### src/rtl/assert_macros.svh
// Assertion macros used by the mixer RTL.
`ifndef ASSERT_MACROS_SVH
`define ASSERT_MACROS_SVH

// Same-cycle implication, checked on clk and disabled during rst.
`define MVSM_ASSERT_IMPL(label, ante, cons, msg) \
  label: assert property (@(posedge clk) disable iff (rst) (ante) |-> (cons)) \
    else $error(msg);

// Next-cycle implication, checked on clk and disabled during rst.
`define MVSM_ASSERT_NEXT(label, ante, cons, msg) \
  label: assert property (@(posedge clk) disable iff (rst) (ante) |=> (cons)) \
    else $error(msg);

`endif

### src/rtl/mvsm_pkg.sv
// Types, codes and helper functions of the sample mixer.
`default_nettype none
package mvsm_pkg;

  localparam logic [2:0] CMD_WRITE = 3'd0;
  localparam logic [2:0] CMD_START = 3'd1;
  localparam logic [2:0] CMD_STOP  = 3'd2;
  localparam logic [2:0] CMD_TICK  = 3'd3;
  localparam logic [2:0] CMD_QUERY = 3'd4;

  // 0.7 headroom in Q1.15, rounded
  localparam int unsigned HEADROOM_Q15 = 22938;
  localparam logic [16:0] MAX_FRAMES   = 17'd65536;

  localparam int QUEUE_DEPTH = 2;
  localparam int QPTR_W      = 1;

  typedef enum logic [2:0] {
    OP_WRITE,
    OP_START,
    OP_STOP,
    OP_TICK,
    OP_QUERY,
    OP_NONE
  } op_t;

  typedef struct packed {
    op_t                op;
    logic [3:0]         voice;
    logic               in_range;
    logic               start_ok;
    logic [15:0]        address;
    logic signed [15:0] sample_value;
    logic [16:0]        frames;
    logic               stereo;
    logic [19:0]        step;
    logic [15:0]        gain_l;
    logic [15:0]        gain_r;
    logic               looping;
    logic               playing;
  } entry_t;

  // Effective gain with headroom: (gain * 0.7 + half) >> 15
  function automatic logic [15:0] eff_gain(input logic [15:0] gain);
    logic [30:0] prod;
    prod = 31'(gain) * 31'(HEADROOM_Q15) + 31'd16384;
    return prod[30:15];
  endfunction

endpackage
`default_nettype wire

### src/rtl/mvsm_queue.sv
// Two-entry request queue between decoder and execution engine.
`default_nettype none
module mvsm_queue import mvsm_pkg::*; (
  input  wire logic   clk,
  input  wire logic   rst,
  input  wire logic   push,
  input  entry_t      din,
  output logic        full,
  input  wire logic   pop,
  output entry_t      dout,
  output logic        empty
);
  entry_t            slot [QUEUE_DEPTH];
  logic [QPTR_W-1:0] wp;
  logic [QPTR_W-1:0] rp;
  logic [QPTR_W:0]   cnt;

  assign full  = cnt == (QPTR_W+1)'(QUEUE_DEPTH);
  assign empty = cnt == '0;
  assign dout  = slot[rp];

  always_ff @(posedge clk) begin
    if (rst) begin
      wp  <= '0;
      rp  <= '0;
      cnt <= '0;
    end else begin
      if (push) begin
        wp <= wp + 1'b1;
      end
      if (pop) begin
        rp <= rp + 1'b1;
      end
      cnt <= cnt + (QPTR_W+1)'(push) - (QPTR_W+1)'(pop);
    end
  end

  always_ff @(posedge clk) begin
    if (push) begin
      slot[wp] <= din;
    end
  end
endmodule
`default_nettype wire

### config.mk
export PLATFORM = sky130hd
export DESIGN_NAME = mvsm_queue
export DESIGN_NICKNAME = d
export VERILOG_FILES = /design/src/rtl/assert_macros.svh /design/src/rtl/mvsm_pkg.sv /design/src/rtl/mvsm_queue.sv
export SDC_FILE = /design/constraint.sdc
export NUM_CORES = 1
export LEC_CHECK = 0
export BUFFER_PORTS_ARGS = -buffer_cell sky130_fd_sc_hd__buf_2
export CORE_MARGIN = 2
export CORE_UTILIZATION = 49
export CTS_BUF_LIST = sky130_fd_sc_hd__clkbuf_4 sky130_fd_sc_hd__clkbuf_8
export DETAILED_ROUTE_END_ITERATION = 10
export PLACE_DENSITY = 0.78
export SLEW_MARGIN = 5
export SYNTH_ARGS = -nofsm -noshare
export SYNTH_HDL_FRONTEND = slang
export SYNTH_SLANG_ARGS = --single-unit
### constraint.sdc
create_clock -name clk -period 6.8 [get_ports clk]
set_input_delay 1.36 -clock clk [delete_from_list [all_inputs] [get_ports clk]]
set_output_delay 1.36 -clock clk [all_outputs]
set_load 0.05 [all_outputs]
# [Word level (Yosys, flattened, before mapping)]
# Memories as Yosys holds them, arrays and structs flattened. A register that Yosys moved wholly into a read port is not among the register bits.
# Index checks and enable logic that the tools add are counted.
[op_classes] add_sub_neg=4 n_eq_ne=1 n_mux=4 n_reduce_logical=1
[ops] cell="2-to-1 mux 1 bit" count=4
[ops] cell="adder 1 bit (second input constant)" count=2
[ops] cell="adder 2 x 1 -> 2 bit" count=1
[ops] cell="== test 2 bit (second input constant)" count=1
[ops] cell="logical NOT 2 bit" count=1
[ops] cell="subtractor 2 x 1 -> 2 bit" count=1
[totals] regBits=4 ram_bits=226 word_cells=14 mem_count=1
[mem_list] name="slot" words=2 word_bits=113 read_ports=1 rd_ports_with_merged_regs=1 write_ports=1 line_no="mvsm_queue.sv:13" text="entry_t slot [QUEUE_DEPTH];"

# [Logic depth before layout (Yosys ltp)]
[depth] word_depth=3 mapped_depth=6 ltp_nobuf=6

# [Worst setup path after synthesis]
# OpenSTA, ideal clock, no wires.
[synth_path] kind="input port to flip-flop" from="input push" to="memory slot[0][0] in the netlist's numbering, enable pin" setup_time_ns=0.600 t_arrival_ns=6.267 required_ns=6.200 setup_slack_ns=-0.067 cell_stages=1 path_buffers=0 cell_sequence="nor2b_1"
[synth_between] elab_chain_len=2
[synth_rtl] element="start: declaration" line_no="mvsm_queue.sv:6" text="input wire logic push,"
[synth_rtl] element="2-to-1 mux 1 bit" line_no="mvsm_queue.sv:39" text="if (push) begin"
[synth_rtl] element="2-to-1 mux 1 bit (implied by the code)" line_no="mvsm_queue.sv:40" text="slot[wp] <= din;"
[synth_rtl] element="end: declaration" line_no="mvsm_queue.sv:13"
# Every way passes these cells.

==> metrics.yaml <==
outcome:
  status: "complete, no violations"
grt:
  antenna_found_initial: 0
  grt_pass1_wl_um: 22300
  grt_overflow: 0
  grt_max_degree: 71
  grt_pass1_vias: 4530
  grt_use_total: 0.156
worst_setup_path:
  worst_r2r_path_depth: 2
  endpoint_kind: "primary output"
  crit_family: "buffers and inverters"
  r2r_slack_ns: 4.55
  reg2reg_from: "wp"
  r2r-end: "slot[1][31]"
  path_cells: "buf_4 > mux2_2 > buf_2"
  required_ns: 5.44
  cp_slowest_cell: "dfxtp_4"
  slowest_delay_ns: 0.75
  cp.arrival_ns: 2.54
  worst-path-buf-inv: 2
  path_max_fanout: 44
  startpoint_type: "flop"
  critPathKind: "flop to primary output"
timing:
  finClkSkew_ns: 0.0131
  post-route-period-util: 0.574
  post-route-min-period_ns: 3.90
  worstMarginPinSlew_ns: 0.955
  fmax_mhz: 256
  slew_headroom: 0.363
  setup_viol: 0
  setup_tns_ns: 0
  rsz0062_at_grt: "no"
  finalHoldViolCount: 0
  slew_violations: 0
power_and_ir_drop:
  vdd_ir_drop_max_v: 0.000214
  powerDensity_nw_per_um2: 321
  finalPower_w: 0.00346
  power_leakage_nw: 4.24
cells_and_area:
  diodes: 0
  final_util: 0.623
  synthToLayoutAreaGrowth_pct: 24.4
  fill_cells: 1234
  drive_gt1_frac: 0.620
  nets: 756
die:
  die_h_um: 137
  die-width_um: 137
  io_pins: 232
  start_util: 0.501
  dieArea_sq_um: 18800
  core_area_sq_um: 17300
  num_rows: 48
detailed_routing:
  num_vias: 4354
  drcViolationCount: 0
  ant_nets: 0
  drt_iter0_drc: 232
  wl_per_cell_um: 17.4
  drt_wl_total_um: 15500
  first_pass_iters: 4
  via_per_inst: 4.89
logic_synthesis:
  synth_seq_cells: 231
  syn_nets: 492
  synth_top_cell_by_area: "edfxtp_1"
  yosysMostFrequentCell: "edfxtp_1"
  ys_async_sr_fraction: 0
  synthTopCellsByCount: "edfxtp_1 (226), mux2_4 (70), mux2_2 (43), buf_6 (8)"
  synth_top_cell_area_share: 0.783
  syn_area_per_cell_sq_um: 23.2
  ys_warn_count: 0
  yosys-top-cells-area: "edfxtp_1 (78%), mux2_4 (12%), mux2_2 (5.6%), dfxtp_1 (1.2%), buf_6 (1.0%)"
  ys_seq_area_frac: 0.795
  synth_cell_types: 14
  synth_edf_count: 226
  netlist_instances: 373
  netlist_area_sq_um: 8660
  synthFlopType: "edfxtp_1"
place:
  portBuffers: 231
  dpl.hpwl_um: 10100
  gp_congestion: 0.697
cts:
  post-cts-setup-buffer-count: 0
  clk_pin_slew_worst_paths_ns: 0.06
  cts_made_buffers: 39
  cts_sinks: 231
  cts-resized-gates: 0
  cts.path.max_buffers: 3
  ctsHoldBuffers: 0
  cts_tree: "done"
  root_buffer: "clkbuf_8"
  h-tree-depth: 2
  clk-insertion-delay-late_ns: 0.50
run:
  drv_cap: 0
worst_hold_path:
  hold_path_class: "flop to flop"
  hp-start: "rp"
  holdPathStages: 2
final cells by class:
type                            instances  area, sq um  share of cell area
Clock buffer                           52          647              0.0600
Clock inverter                         17          104             0.00964
Inverter                                2         7.51            0.000697
Multi-Input combinational cell        127         1650               0.153
Sequential cell                       231         6890               0.639
Tap cell                              225          282              0.0261
Timing Repair Buffer                  236         1190               0.111
cell families (layout without fill, tap and decap cells):
group	count (synthesis)	count (layout)	share of synthesized area
XOR/XNOR	3	3	0.00462
adder cells (fa/ha/maj)	2	2	0.00289
buffers and inverters	15	307	0.0153
flip-flops	231	231	0.795
multiplexers	113	113	0.177
AND/OR/NAND/NOR	9	9	0.00506
cells in the final DEF (no fill, tap or decap):
cell,instances
and2_4,1
buf_2,231
buf_4,5
bufinv_16,1
clkbuf_4,11
clkbuf_8,41
clkinv_1,9
clkinv_2,5
clkinvlp_4,2
dfxtp_1,4
dfxtp_4,1
edfxtp_1,226
ha_1,2
inv_1,2
mux2_2,43
mux2_4,70
nor2_1,5
nor2b_1,2
nor2b_4,1
xnor2_1,2
xnor3_1,1
metrics by stage:
step	cell area [sq um]	instances	setup WS, ns	hold WS, ns
CTS	10800	890	2.81	0.530
finish	10800	890	2.90	0.534
detailed placement	10000	821	3.38	0.512
global placement	10000	821	3.41	0.497
global route	10800	890	2.75	0.566
floorplan	8670	373	2.05	0.480
per-layer routing:
layer,track usage,share of wire,vias to the layer above
met5,0,0,-
met4,0.0693,0.025,0
met3,0.0556,0.094,34
met2,0.258,0.48,196
met1,0.183,0.40,2111
li1,-,-,2013
sequential cells by signal, summed over array words and instances, names as in the netlist, named ones only:
register and flops:
rp 1, slot 226, cnt 2, wp 1
power breakdown:
group / internal, W / leakage (nW) / switching, W / total (W)
clock network: 0.000657 / 0.393 / 0.000507 / 0.00116
logic: 0.000188 / 1.69 / 0.000414 / 0.000603
registers: 0.00166 / 2.16 / 0.0000328 / 0.00170
worst max-delay path by stage:
stage | startpoint | endpoint | cells after the start
after CTS | flop | dout[12] | 3
after global placement | flop | dout[12] | 3
after detailed placement | flop | dout[12] | 3
final | flop | dout[12] | 3
after global routing | flop | dout[12] | 3
after floorplan | push | slot[0][0] | 1
worst min-delay path, delay by kind of cell, from the launching register on:
family	cells	cell delay, ns
XOR/XNOR	1	0.09
flip-flops	1	0.33
AND/OR/NAND/NOR	1	0.08
(Power assumes the default switching activity.)
