File: src/rtl/assert_macros.svh
// Assertion macros used by the mixer RTL.
`ifndef ASSERT_MACROS_SVH
`define ASSERT_MACROS_SVH

// Same-cycle implication, checked on clk and disabled during rst.
`define MVSM_ASSERT_IMPL(label, ante, cons, msg) \
  label: assert property (@(posedge clk) disable iff (rst) (ante) |-> (cons)) \
    else $error(msg);

// Next-cycle implication, checked on clk and disabled during rst.
`define MVSM_ASSERT_NEXT(label, ante, cons, msg) \
  label: assert property (@(posedge clk) disable iff (rst) (ante) |=> (cons)) \
    else $error(msg);

`endif

File: src/rtl/mvsm_pkg.sv
// Types, codes and helper functions of the sample mixer.
`default_nettype none
package mvsm_pkg;

  localparam logic [2:0] CMD_WRITE = 3'd0;
  localparam logic [2:0] CMD_START = 3'd1;
  localparam logic [2:0] CMD_STOP  = 3'd2;
  localparam logic [2:0] CMD_TICK  = 3'd3;
  localparam logic [2:0] CMD_QUERY = 3'd4;

  // 0.7 headroom in Q1.15, rounded
  localparam int unsigned HEADROOM_Q15 = 22938;
  localparam logic [16:0] MAX_FRAMES   = 17'd65536;

  localparam int QUEUE_DEPTH = 2;
  localparam int QPTR_W      = 1;

  typedef enum logic [2:0] {
    OP_WRITE,
    OP_START,
    OP_STOP,
    OP_TICK,
    OP_QUERY,
    OP_NONE
  } op_t;

  typedef struct packed {
    op_t                op;
    logic [3:0]         voice;
    logic               in_range;
    logic               start_ok;
    logic [15:0]        address;
    logic signed [15:0] sample_value;
    logic [16:0]        frames;
    logic               stereo;
    logic [19:0]        step;
    logic [15:0]        gain_l;
    logic [15:0]        gain_r;
    logic               looping;
    logic               playing;
  } entry_t;

  // Effective gain with headroom: (gain * 0.7 + half) >> 15
  function automatic logic [15:0] eff_gain(input logic [15:0] gain);
    logic [30:0] prod;
    prod = 31'(gain) * 31'(HEADROOM_Q15) + 31'd16384;
    return prod[30:15];
  endfunction

endpackage
`default_nettype wire

File: src/rtl/mvsm_front.sv
// Request decoder: classifies commands and prepares voice settings.
`default_nettype none
module mvsm_front import mvsm_pkg::*; #(
  parameter int VOICE_COUNT = 16
) (
  input  wire logic [2:0]         command,
  input  wire logic [3:0]         voice,
  input  wire logic [15:0]        address,
  input  wire logic signed [15:0] sample_value,
  input  wire logic [16:0]        frame_count,
  input  wire logic               stereo,
  input  wire logic [19:0]        step,
  input  wire logic [15:0]        left_level,
  input  wire logic [15:0]        right_level,
  input  wire logic               looping,
  input  wire logic               start_paused,
  output entry_t                  entry
);
  logic in_range;

  assign in_range = int'(voice) < VOICE_COUNT;

  always_comb begin
    entry = '0;
    unique case (command)
      CMD_WRITE: entry.op = OP_WRITE;
      CMD_START: entry.op = OP_START;
      CMD_STOP:  entry.op = OP_STOP;
      CMD_TICK:  entry.op = OP_TICK;
      CMD_QUERY: entry.op = OP_QUERY;
      default:   entry.op = OP_NONE;
    endcase
    entry.voice        = voice;
    entry.in_range     = in_range;
    entry.start_ok     = in_range && (frame_count != 17'd0);
    entry.address      = address;
    entry.sample_value = sample_value;
    // clamp oversized frame counts
    entry.frames       = (frame_count > MAX_FRAMES) ? MAX_FRAMES : frame_count;
    entry.stereo       = stereo;
    entry.step         = step;
    entry.gain_l       = eff_gain(left_level);
    entry.gain_r       = eff_gain(right_level);
    entry.looping      = looping;
    entry.playing      = !start_paused;
  end
endmodule
`default_nettype wire

File: config.mk
export PLATFORM = sky130hd
export DESIGN_NAME = mvsm_front
export DESIGN_NICKNAME = d
export VERILOG_FILES = /design/src/rtl/assert_macros.svh /design/src/rtl/mvsm_pkg.sv /design/src/rtl/mvsm_front.sv
export SDC_FILE = /design/constraint.sdc
export NUM_CORES = 1
export LEC_CHECK = 0
export BUFFER_PORTS_ARGS = -buffer_cell sky130_fd_sc_hd__buf_2
export CORE_ASPECT_RATIO = 0.75
export CORE_MARGIN = 2
export CORE_UTILIZATION = 37
export DETAILED_ROUTE_END_ITERATION = 8
export PLACE_DENSITY_LB_ADDON = 0.05
export SETUP_SLACK_MARGIN = 0.05
export SLEW_MARGIN = 25
export SYNTH_ARGS = -nofsm -noshare
export SYNTH_HDL_FRONTEND = slang
export SYNTH_SLANG_ARGS = --single-unit
File: constraint.sdc
create_clock -name vclk -period 12.8
set_input_delay 1.92 -clock vclk [all_inputs]
set_output_delay 1.92 -clock vclk [all_outputs]
set_load 0.03 [all_outputs]
# Word-level counts from Yosys, hierarchy flattened
# Cells that the tools add are included.
[word_totals]
reg_bits = 0
latchBits = 0
ramBits = 0
romBits = 0
inputBits = 111
out_inout_bits = 113
elab_cells = 14
memories = 0
[op_classes]
add_sub_neg = 2
multipliers = 2
div_mod_pow = 0
order_cmp = 1
eq_ne = 4
shifts = 0
mux = 2
bitwise_logic = 0
reduce_logical = 3
[op_table]
columns = ["operator", "n"]
rows = [
  ["adder 31 x 15 -> 31 bit (second input constant)", 2],
  ["multiplier 16 x 14 -> 30 bit (second input constant)", 2],
  ["> comparator 17 bit (second input constant)", 1],
  ["2-to-1 mux 17 bit", 1],
  ["nonzero test 17 bit", 1],
  ["case mux 3 bit (5 select lines)", 1],
  ["== test 3 x 2 -> 1 bit (second input constant)", 2],
  ["== test 3 x 1 -> 1 bit (second input constant)", 1],
  ["== test 3 bit (second input constant)", 1],
  ["zero test 3 bit", 1],
  ["zero test 1 bit", 1],
]

# Longest topological paths before layout
# Gate-level depths: netlist of run 1.
[depth]
ltp_word = 2
depth_mapped = 24
mapped_depth_nobuf = 23

# Least setup slack after synthesis of run 1
# No wires, ideal clock.
[synth_path]
kind = "in2out"
start = "input port left_level[1]"
end = "output port entry[33] in the netlist's numbering"
arrival_ps = 8287
required_ps = 10880
path_slack_ps = 2593
stages = 22
n_path_buf = 0
cell_sequence = "ha_1 -> inv_1 -> fa_1 -> fa_1 -> inv_1 -> fa_1 -> fa_1 -> inv_1 -> fa_1 -> inv_1 -> ha_1 -> a21o_1 -> a31oi_1 -> o221a_2 -> a21oi_1 -> o211a_1 -> a2111oi_0 -> and4_1 -> nand3_1 -> o21a_1 -> a211o_1 -> xnor2_1"
[synth_lines]
columns = ["item", "line", "text"]
rows = [
  ["start: declaration", "mvsm_front.sv:13", "input wire logic [15:0] left_level,"],
  ["end: declaration", "mvsm_front.sv:17", "output entry_t entry"],
]

==> results of run 1 <==
-- kinds of logic after synthesis --
| group | after synthesis | share of synthesized area, % |
|---|---|---|
| compound gates | 95 | 6.93 |
| xor+xnor | 70 | 6.53 |
| fa+ha+maj | 378 | 59.9 |
| buf+inv | 387 | 17.4 |
| mux | 3 | 0.312 |
| other cells | 1 | 0.0390 |
| simple gates | 157 | 8.87 |
-- layout by cell type, fill, tap and decap left out, drive strengths merged, types with 3 or more instances in the layout --
| master | n |
|---|---|
| mux2i | 3 |
| o21bai | 5 |
| o211ai | 3 |
| o31ai | 4 |
| buf | 107 |
| xnor2 | 38 |
| and3 | 4 |
| nor3 | 6 |
| o21ai | 11 |
| nor2 | 28 |
| and2 | 3 |
| or2 | 4 |
| nand4 | 13 |
| xor2 | 32 |
| nand2 | 28 |
| nand3 | 20 |
| nand2b | 3 |
| and4 | 5 |
| inv | 316 |
| o21a | 5 |
| nor3b | 4 |
| ha | 240 |
| fa | 138 |
| a31oi | 4 |
| nor4 | 8 |
| nor2b | 24 |
| a211oi | 5 |
| a21oi | 33 |
| a21o | 10 |
-- worst paths after layout --
check	startpoint	slack (ps)	cells past startpoint	endpoint
min	address[13]	3840	0	entry[101]
max	left_level[3]	2050	24	entry[33]
-- cell type report --
cell class / instances / area, um^2 / share of cell area (%)
well taps: 344 / 430 / 4.26
repair buffers: 107 / 536 / 5.30
multi-input cells: 704 / 7950 / 78.7
inverters: 316 / 1190 / 11.7
-- stage by stage --
step	cell area, um^2	setup slack [ps]	hold WS [ps]	cells
after floorplan	9630	2590	3950	1091
after global placement	10100	2150	3840	1471
after detailed placement	10100	2050	3840	1471
after CTS	10100	2040	3840	1471
after global routing	10100	1580	3840	1471
final	10100	2050	3840	1471
-- layer usage --
layer,routed length [um],global-route usage (%)
met5,0,0
met4,291,2.12
met3,908,0.488
met2,7800,21.9
met1,13400,30.4
==> implementation parameters, run 1 <==
Parameter                              Value

Finish
  Flip-flop and latch area ... 0 um^2
  Seq Cell Count ... 0
  Clock buf count ... 0
  Layout overhead on the synthesized area ... 4.93%
  Count of antenna diodes in the layout ... 0
  Layout Utilization ... roughly 39%
  Fraction of layout cells with a size suffix above 1 ... 10.8%
  Final #Nets ... 1618
  Filler Cells Inserted ... 2696

Yosys
  Share of the synthesized area in the top cell type ... 31.2%
  Post-Syn Instances ... 1091
  Count of unique library cells instantiated by Yosys ... 59
  Total number of yosys warnings ... 0
  Net count of the mapped netlist ... 1580
  Synth cell count leaders ... 316 x inv_1, 240 x ha_1, 138 x fa_1
  Avg Synthesized Cell Area ... between 8 and 9 um^2
  Leading cell type by number of instances after synthesis ... inv_1
  Largest area contributor in the netlist ... ha_1
  Cell types occupying the most area after synthesis ... ha_1 31%, fa_1 29%, inv_1 12%
  Cell area after synthesis ... 0.00963 mm^2
  Sequential fraction of the synthesis area ... 0%

Timing
  Setup repair after global routing missed its margin ... no
  Period Utilization, post-route ... 84.0%
  Worst-case headroom to the max-slew limit ... 40.0%
  Pins Over Slew Limit ... 0
  Final sum of negative setup slack ... 0 ps
  Endpoints failing hold ... 0
  Transition at the pin with the smallest max-transition slack ... 878 ps
  Maximum operating frequency ... 93.0 MHz
  Shortest period the worst path allows ... 10750 ps
  Final setup fails ... 0

Setup path
  Worst setup path category ... input port to output pin
  Data arrival time of the worst path ... between 8000 and 9000 ps
  Critical path's slowest cell ... a2111oi_0
  Endpoint class of the critical path ... output pin
  Crit path launch type ... input port
  Cells along the critical path ... buf_2, ha_1, inv_1, fa_1, fa_1, inv_1, fa_1, fa_1, inv_1, fa_1, inv_1, ha_1, a21o_1, a31oi_1, o221a_2, a21oi_1, o211a_1, a2111oi_0, and4_1, nand3_1, o21a_1, a211o_1, xnor2_1, buf_2
  Count of buffer and inverter cells on the critical path ... 6
  Required time at the worst-slack endpoint ... 10880 ps
  Critical Path Max Stage Delay ... 790 ps
  Crit path max fanout ... 7
  Library cell appearing most often on the critical path ... fa_1
  Kind of cell adding the most delay to the critical path ... adder cells

Clock tree
  Cells resized by post-CTS repair ... 0
  Number of buffers added for setup after CTS ... 0
  Cts-stage hold buffer count ... 0

Global routing
  Antenna violations before repair ... 0
  Largest net degree at the start of global routing ... 12
  Overall Global Routing Usage ... ~17%
  Vias in the first global route ... 6748
  Global-route wire length before repair ... 36600 um
  GR Overflow Total ... 0

Floorplan
  Initial Util ... 37.3%
  Die span in y ... 144 um
  Overall die area ... 0.0273 mm^2
  Std cell rows ... 51
  Core outline area ... 0.0258 mm^2
  Io pins ... 224
  Chip Width ... about 190 um

Place
  Buffers on Ports ... 107
  HPWL after DPL ... 21100 um
  Last weighted congestion value of the routability-driven placer ... ~0.8

Routing
  DRC Markers ... 0
  Iteration count of the initial detailed-routing pass ... 5
  Antenna viol nets, final ... 0
  Routed via count divided by cell count ... between 4 and 5
  Wire length per cell ... 15.2 um
  Routed WL ... 22400 um
  Detailed-route via count ... 6701
  Number of violations reported at the end of detailed-routing iteration 0 ... 236

Worst hold path
  Type of the worst min-delay path ... input port to output pin

Run
  Maxcap violations ... 0

Run status
  Run status ... finished clean
Power of run 1 is left out: the tool's default activity adds up to more than one toggle a clock period on the data nets, which glitch-free logic cannot reach.
==> run 2: changes to the inputs <==
==> constraint.sdc (replaced) <==
create_clock -name vclk -period 8.8
set_input_delay 1.32 -clock vclk [all_inputs]
set_output_delay 1.32 -clock vclk [all_outputs]
set_load 0.03 [all_outputs]
==> run 2 against run 1 <==
  * The flow now finishes with violations (setup timing)
  * Critical endpoint is now entry[17]
  * Flip-flop and latch count is the same
  * Die area is the same
  * Worst setup slack lost 2100 ps
  * Non-clock buffer count grew 162
  * Sequential share of layout area is the same
  * Count of clock-buffer cells in the layout is the same
  * Core utilization grew 7.2 points
  * Worst hold slack lost 1200 ps
  * Highest routed layer unchanged
==> implementation parameters, run 2 (synthesized netlist as in run 1, its figures left out) <==
Parameter                              Value

Setup path
  Endpoint class of the critical path ... output pin
  Crit path launch type ... input port
  Worst setup path category ... input port to output pin
  Crit path max fanout ... 4 (-3)
  Required time at the worst-slack endpoint ... 7480 ps (-3400 ps)
  Data arrival time of the worst path ... 7510 ps (-1320 ps)

Floorplan
  Chip Width ... 190 um (unchanged)
  Io pins ... 224 (unchanged)
  Die span in y ... 144 um (unchanged)
  Initial Util ... 37.3% (unchanged)
  Core outline area ... 0.0258 mm^2 (unchanged)
  Std cell rows ... 51 (unchanged)
  Overall die area ... 0.0273 mm^2 (unchanged)

Finish
  Layout Utilization ... 46.4% (+7.2 points)
  Layout overhead on the synthesized area ... 24.3%
  Count of antenna diodes in the layout ... 0 (unchanged)
  Most common library cell in the layout ignoring fill and taps ... inv_1
  Fraction of layout cells with a size suffix above 1 ... 28.1% (+17 points)
  Final #Nets ... 1780 (+10%)
  Top library cells by usage in the layout, fill and taps aside ... 310 x inv_1, 212 x ha_1, 162 x buf_4
  Flip-flop and latch area ... 0 um^2 (unchanged)
  Seq Cell Count ... 0 (unchanged)
  Clock buf count ... 0 (unchanged)
  Filler Cells Inserted ... 2615 (-3.0%)

Run status
  Run status ... complete, but fails checks
  Failing checks ... setup timing

Clock tree
  Cts-stage hold buffer count ... 0 (unchanged)

Timing
  Endpoints failing hold ... 0 (unchanged)
  Maximum operating frequency ... 113 MHz
  Final Hold Slack ... 2640 ps (-1200 ps)
  Shortest period the worst path allows ... between 8000 and 9000 ps
  Final setup fails ... 1 (+1)
  Setup repair after global routing missed its margin ... yes
  Pins Over Slew Limit ... 0 (unchanged)
  Final sum of negative setup slack ... -29.3 ps (-29.3 ps)
  Worst-case setup margin in the final layout ... -29.3 ps (-2080 ps)
  Period Utilization, post-route ... 100%

Run
  Maxcap violations ... 0 (unchanged)

Routing
  Detailed-route via count ... 7365 (+9.9%)
  Antenna viol nets, final ... 0 (unchanged)
  DRC Markers ... 0 (unchanged)
  Number of violations reported at the end of detailed-routing iteration 0 ... 210 (-11%)
  Wire length per cell ... 15.4 um (+1.6%)
  Routed via count divided by cell count ... 4.51 (-0.99%)
  Routed WL ... 25200 um (+13%)
  Iteration count of the initial detailed-routing pass ... 4 (-1)

Place
  Last weighted congestion value of the routability-driven placer ... 0.830 (+4.7%)
  Buffers on Ports ... 107 (unchanged)
  HPWL after DPL ... 23500 um (+11%)

Global routing
  Largest net degree at the start of global routing ... 11 (-1)
  Antenna violations before repair ... 0 (unchanged)
  Global-route wire length before repair ... 39600 um (+8.1%)
  Overall Global Routing Usage ... 18.7% (+1.6 points)
  Vias in the first global route ... 7281 (+7.9%)
  GR Overflow Total ... 0 (unchanged)

Worst hold path
  Type of the worst min-delay path ... input port to output pin
[run 2: worst max-delay path: stages]
cell and delay, ps:
buf_2 150, ha_1 320, ha_1 280, inv_1 60
fa_1 480, inv_1 60, fa_1 550, fa_1 540
inv_1 50, fa_1 470, inv_1 50, ha_2 400
nand2_1 120, a21oi_1 160, nor2b_1 60, buf_4 140
o311ai_4 270, xor2_2 180, and3_1 180, or3b_4 380
or4b_4 510, o31a_1 260, a211oi_2 160, xnor2_1 150
buf_4 190
[run 2: cell type report]
class | count | area (um^2) | area share, %
Inverter | 316 | 1190 | 9.92
Multi-Input combinational cell | 704 | 8550 | 71.5
Tap cell | 344 | 430 | 3.60
Timing Repair Buffer | 269 | 1790 | 15.0
[run 2: metrics by stage]
step | instances | worst slack (ps) | cell area, um^2
global placement | 1623 | -230 | 11300
global route | 1633 | -259 | 12000
detailed placement | 1623 | -239 | 11300
floorplan | 1091 | 69.8 | 9630
CTS | 1628 | -43.4 | 11500
finish | 1633 | -29.3 | 12000
[run 2: metal layers]
| layer | GRT usage (%) | up-vias | wire [um] | part of all wire (%) |
|---|---|---|---|---|
| met5 | 0 | - | 0 | 0 |
| met4 | 2.53 | 0 | 385 | 1.5 |
| met3 | 2.00 | 44 | 1500 | 6.0 |
| met2 | 24.2 | 152 | 9010 | 36 |
| met1 | 32.2 | 3407 | 14300 | 57 |
| li1 | - | 3762 | - | - |
[run 2: path summary, 6_finish.rpt]
kind	cells past startpoint	start	endpoint	slack, ps
setup / recovery	25	right_level[10]	entry[17]	-30
hold / removal	0	address[13]	entry[101]	2640
[run 2: what timing repair did]
item	4_1_cts	5_1_grt
gates resized for setup	30	81
pin swaps	24	44
setup buffers	5	5
setup endpoints to repair	2	12
Power of run 2 is left out for the same reason.
==> run 3: changes to the inputs <==
--- a/config.mk
+++ b/config.mk
@@ -8,7 +8,7 @@
 export BUFFER_PORTS_ARGS = -buffer_cell sky130_fd_sc_hd__buf_2
 export CORE_ASPECT_RATIO = 0.75
 export CORE_MARGIN = 2
-export CORE_UTILIZATION = 37
+export CORE_UTILIZATION = 50
 export DETAILED_ROUTE_END_ITERATION = 8
 export PLACE_DENSITY_LB_ADDON = 0.05
 export SETUP_SLACK_MARGIN = 0.05
==> constraint.sdc (replaced) <==
create_clock -name vclk -period 8.7
set_input_delay 1.305 -clock vclk [all_inputs]
set_output_delay 1.305 -clock vclk [all_outputs]
set_load 0.03 [all_outputs]
==> run 3 against run 2 <==
  * The flow still finishes with violations (setup timing)
  * Sequential share of layout area unchanged
  * Final area rose by 0.92%
  * Core utilization is 18 points higher
  * Critical path depth unchanged
  * Critical path type unchanged
  * Largest cell class unchanged
==> implementation parameters, run 3 (synthesized netlist as in run 1, its figures left out) <==
Parameter                              Value

Run status
  Run status ... complete, but fails checks
  Failing checks ... setup timing

Place
  Last weighted congestion value of the routability-driven placer ... 0.897 (+8.1%)
  HPWL after DPL ... 21600 um (-8.1%)
  Buffers on Ports ... 107 (unchanged)
  Placed cell count ... 1516 (-6.6%)

Setup path
  Data arrival time of the worst path ... 7450 ps (-60 ps)
  Count of buffer and inverter cells on the critical path ... 7 (unchanged)
  Worst setup path category ... input port to output pin
  Endpoint class of the critical path ... output pin
  Crit path launch type ... input port
  Kind of cell adding the most delay to the critical path ... adder cells
  Critical path's slowest cell ... fa_1
  Crit path max fanout ... 3 (-1)
  Critical Path Max Stage Delay ... 560 ps (about the same)
  Library cell appearing most often on the critical path ... fa_1
  Required time at the worst-slack endpoint ... 7390 ps (-90 ps)

Finish
  Seq Cell Count ... 0 (unchanged)
  Final #Nets ... 1789 (+0.51%)
  Final cell count without fillers ... 1545 (-5.4%)
  Flip-flop and latch area ... 0 um^2 (unchanged)
  Fraction of layout cells with a size suffix above 1 ... 30.1% (+2.0 points)
  Clock buf count ... 0 (unchanged)
  Top library cells by usage in the layout, fill and taps aside ... 302 x inv_1, 215 x ha_1, 167 x buf_4
  Count of antenna diodes in the layout ... 0 (unchanged)
  Layout overhead on the synthesized area ... 25.4%
  Most common library cell in the layout ignoring fill and taps ... inv_1

Floorplan
  Io pins ... 224 (unchanged)
  Die span in y ... 124 um (-14%)
  Initial Util ... 51.6% (+14 points)
  Overall die area ... 0.0204 mm^2 (-25%)
  Core outline area ... 0.0187 mm^2 (-28%)
  Chip Width ... 164 um (-14%)
  Std cell rows ... 43 (-16%)

Routing
  Antenna viol nets, final ... 0 (unchanged)
  Wire length per cell ... 15.6 um (+0.93%)
  Number of violations reported at the end of detailed-routing iteration 0 ... 362 (+72%)
  DRC Markers ... 0 (unchanged)
  Routed WL ... 24100 um (-4.5%)
  Iteration count of the initial detailed-routing pass ... 5 (+1)
  Routed via count divided by cell count ... 4.92 (+9.1%)
  Detailed-route via count ... 7604 (+3.2%)

Worst hold path
  Hold worst-path end ... entry[100]
  Beginning of the worst hold path ... address[12]
  Type of the worst min-delay path ... input port to output pin
  Hold Path Stages ... 0 (unchanged)

Timing
  Shortest period the worst path allows ... 8750 ps
  Endpoints failing hold ... 0 (unchanged)
  Final sum of negative setup slack ... -50.7 ps (-21.4 ps)
  Pins Over Slew Limit ... 0 (unchanged)
  Final setup fails ... 1 (unchanged)
  Period Utilization, post-route ... 101%
  Maximum operating frequency ... 114 MHz
  Worst-case setup margin in the final layout ... -50.7 ps (-21.4 ps)
  Setup repair after global routing missed its margin ... yes

Global routing
  Overall Global Routing Usage ... 23.8% (+5.2 points)
  Antenna violations before repair ... 0 (unchanged)
  Largest net degree at the start of global routing ... 11 (unchanged)
  GR Overflow Total ... 0 (unchanged)
  Global-route wire length before repair ... 37800 um (-4.5%)
  Vias in the first global route ... 7306 (+0.34%)

Clock tree
  Cts-stage hold buffer count ... 0 (unchanged)

Run
  Maxcap violations ... 0 (unchanged)
-- run 3: cell count changes in the layout (fill, tap and decap cells not counted), sizes merged --
cell / previous run / this run
buf: 269 / 275
clkbuf: 0 / 3
-- run 3: per-stage QoR --
step	hold WS [ps]	setup slack [ps]	utilization (%)	area [um^2]
final	2610	-50.7	64.7	12100
after global routing	2610	-242	64.7	12100
after CTS	2610	-103	61.3	11400
after detailed placement	2610	-303	59.3	11100
after global placement	2610	-276	59.3	11100
after floorplan	2720	128	-	9650
-- run 3: timing repair --
item	in CTS	in global routing
pin swaps	32	60
endpoints found under the setup margin	4	14
setup buffers	18	11
gates resized for setup	44	111
-- run 3: area by class of cell --
type,count,area [um^2]
repair buffers,278,1910
fillers,1610,6600
multi-input cells,704,8670
inverters,316,1190
well taps,247,309
-- run 3: how the worst max path moves through the flow --
stage | slack (ps) | end | cells past startpoint | start
2_1_floorplan | 130 | entry[33] | 22 | left_level[1]
3_3_place_gp | -280 | entry[17] | 25 | right_level[3]
3_5_place_dp | -300 | entry[17] | 25 | right_level[3]
4_1_cts | -100 | entry[17] | 25 | right_level[3]
5_1_grt | -240 | entry[17] | 25 | right_level[8]
6_report | -50 | entry[17] | 25 | right_level[8]
-- run 3: per-layer routing --
metal  up-vias  wire [um]  global-route usage [%]
met5         -          0                       0
met4         0        311                    2.85
met3        40       1410                    2.63
met2       190       9620                    33.8
met1      3585      12700                    39.2
li1       3789          -                       -
Power of run 3 is left out for the same reason.
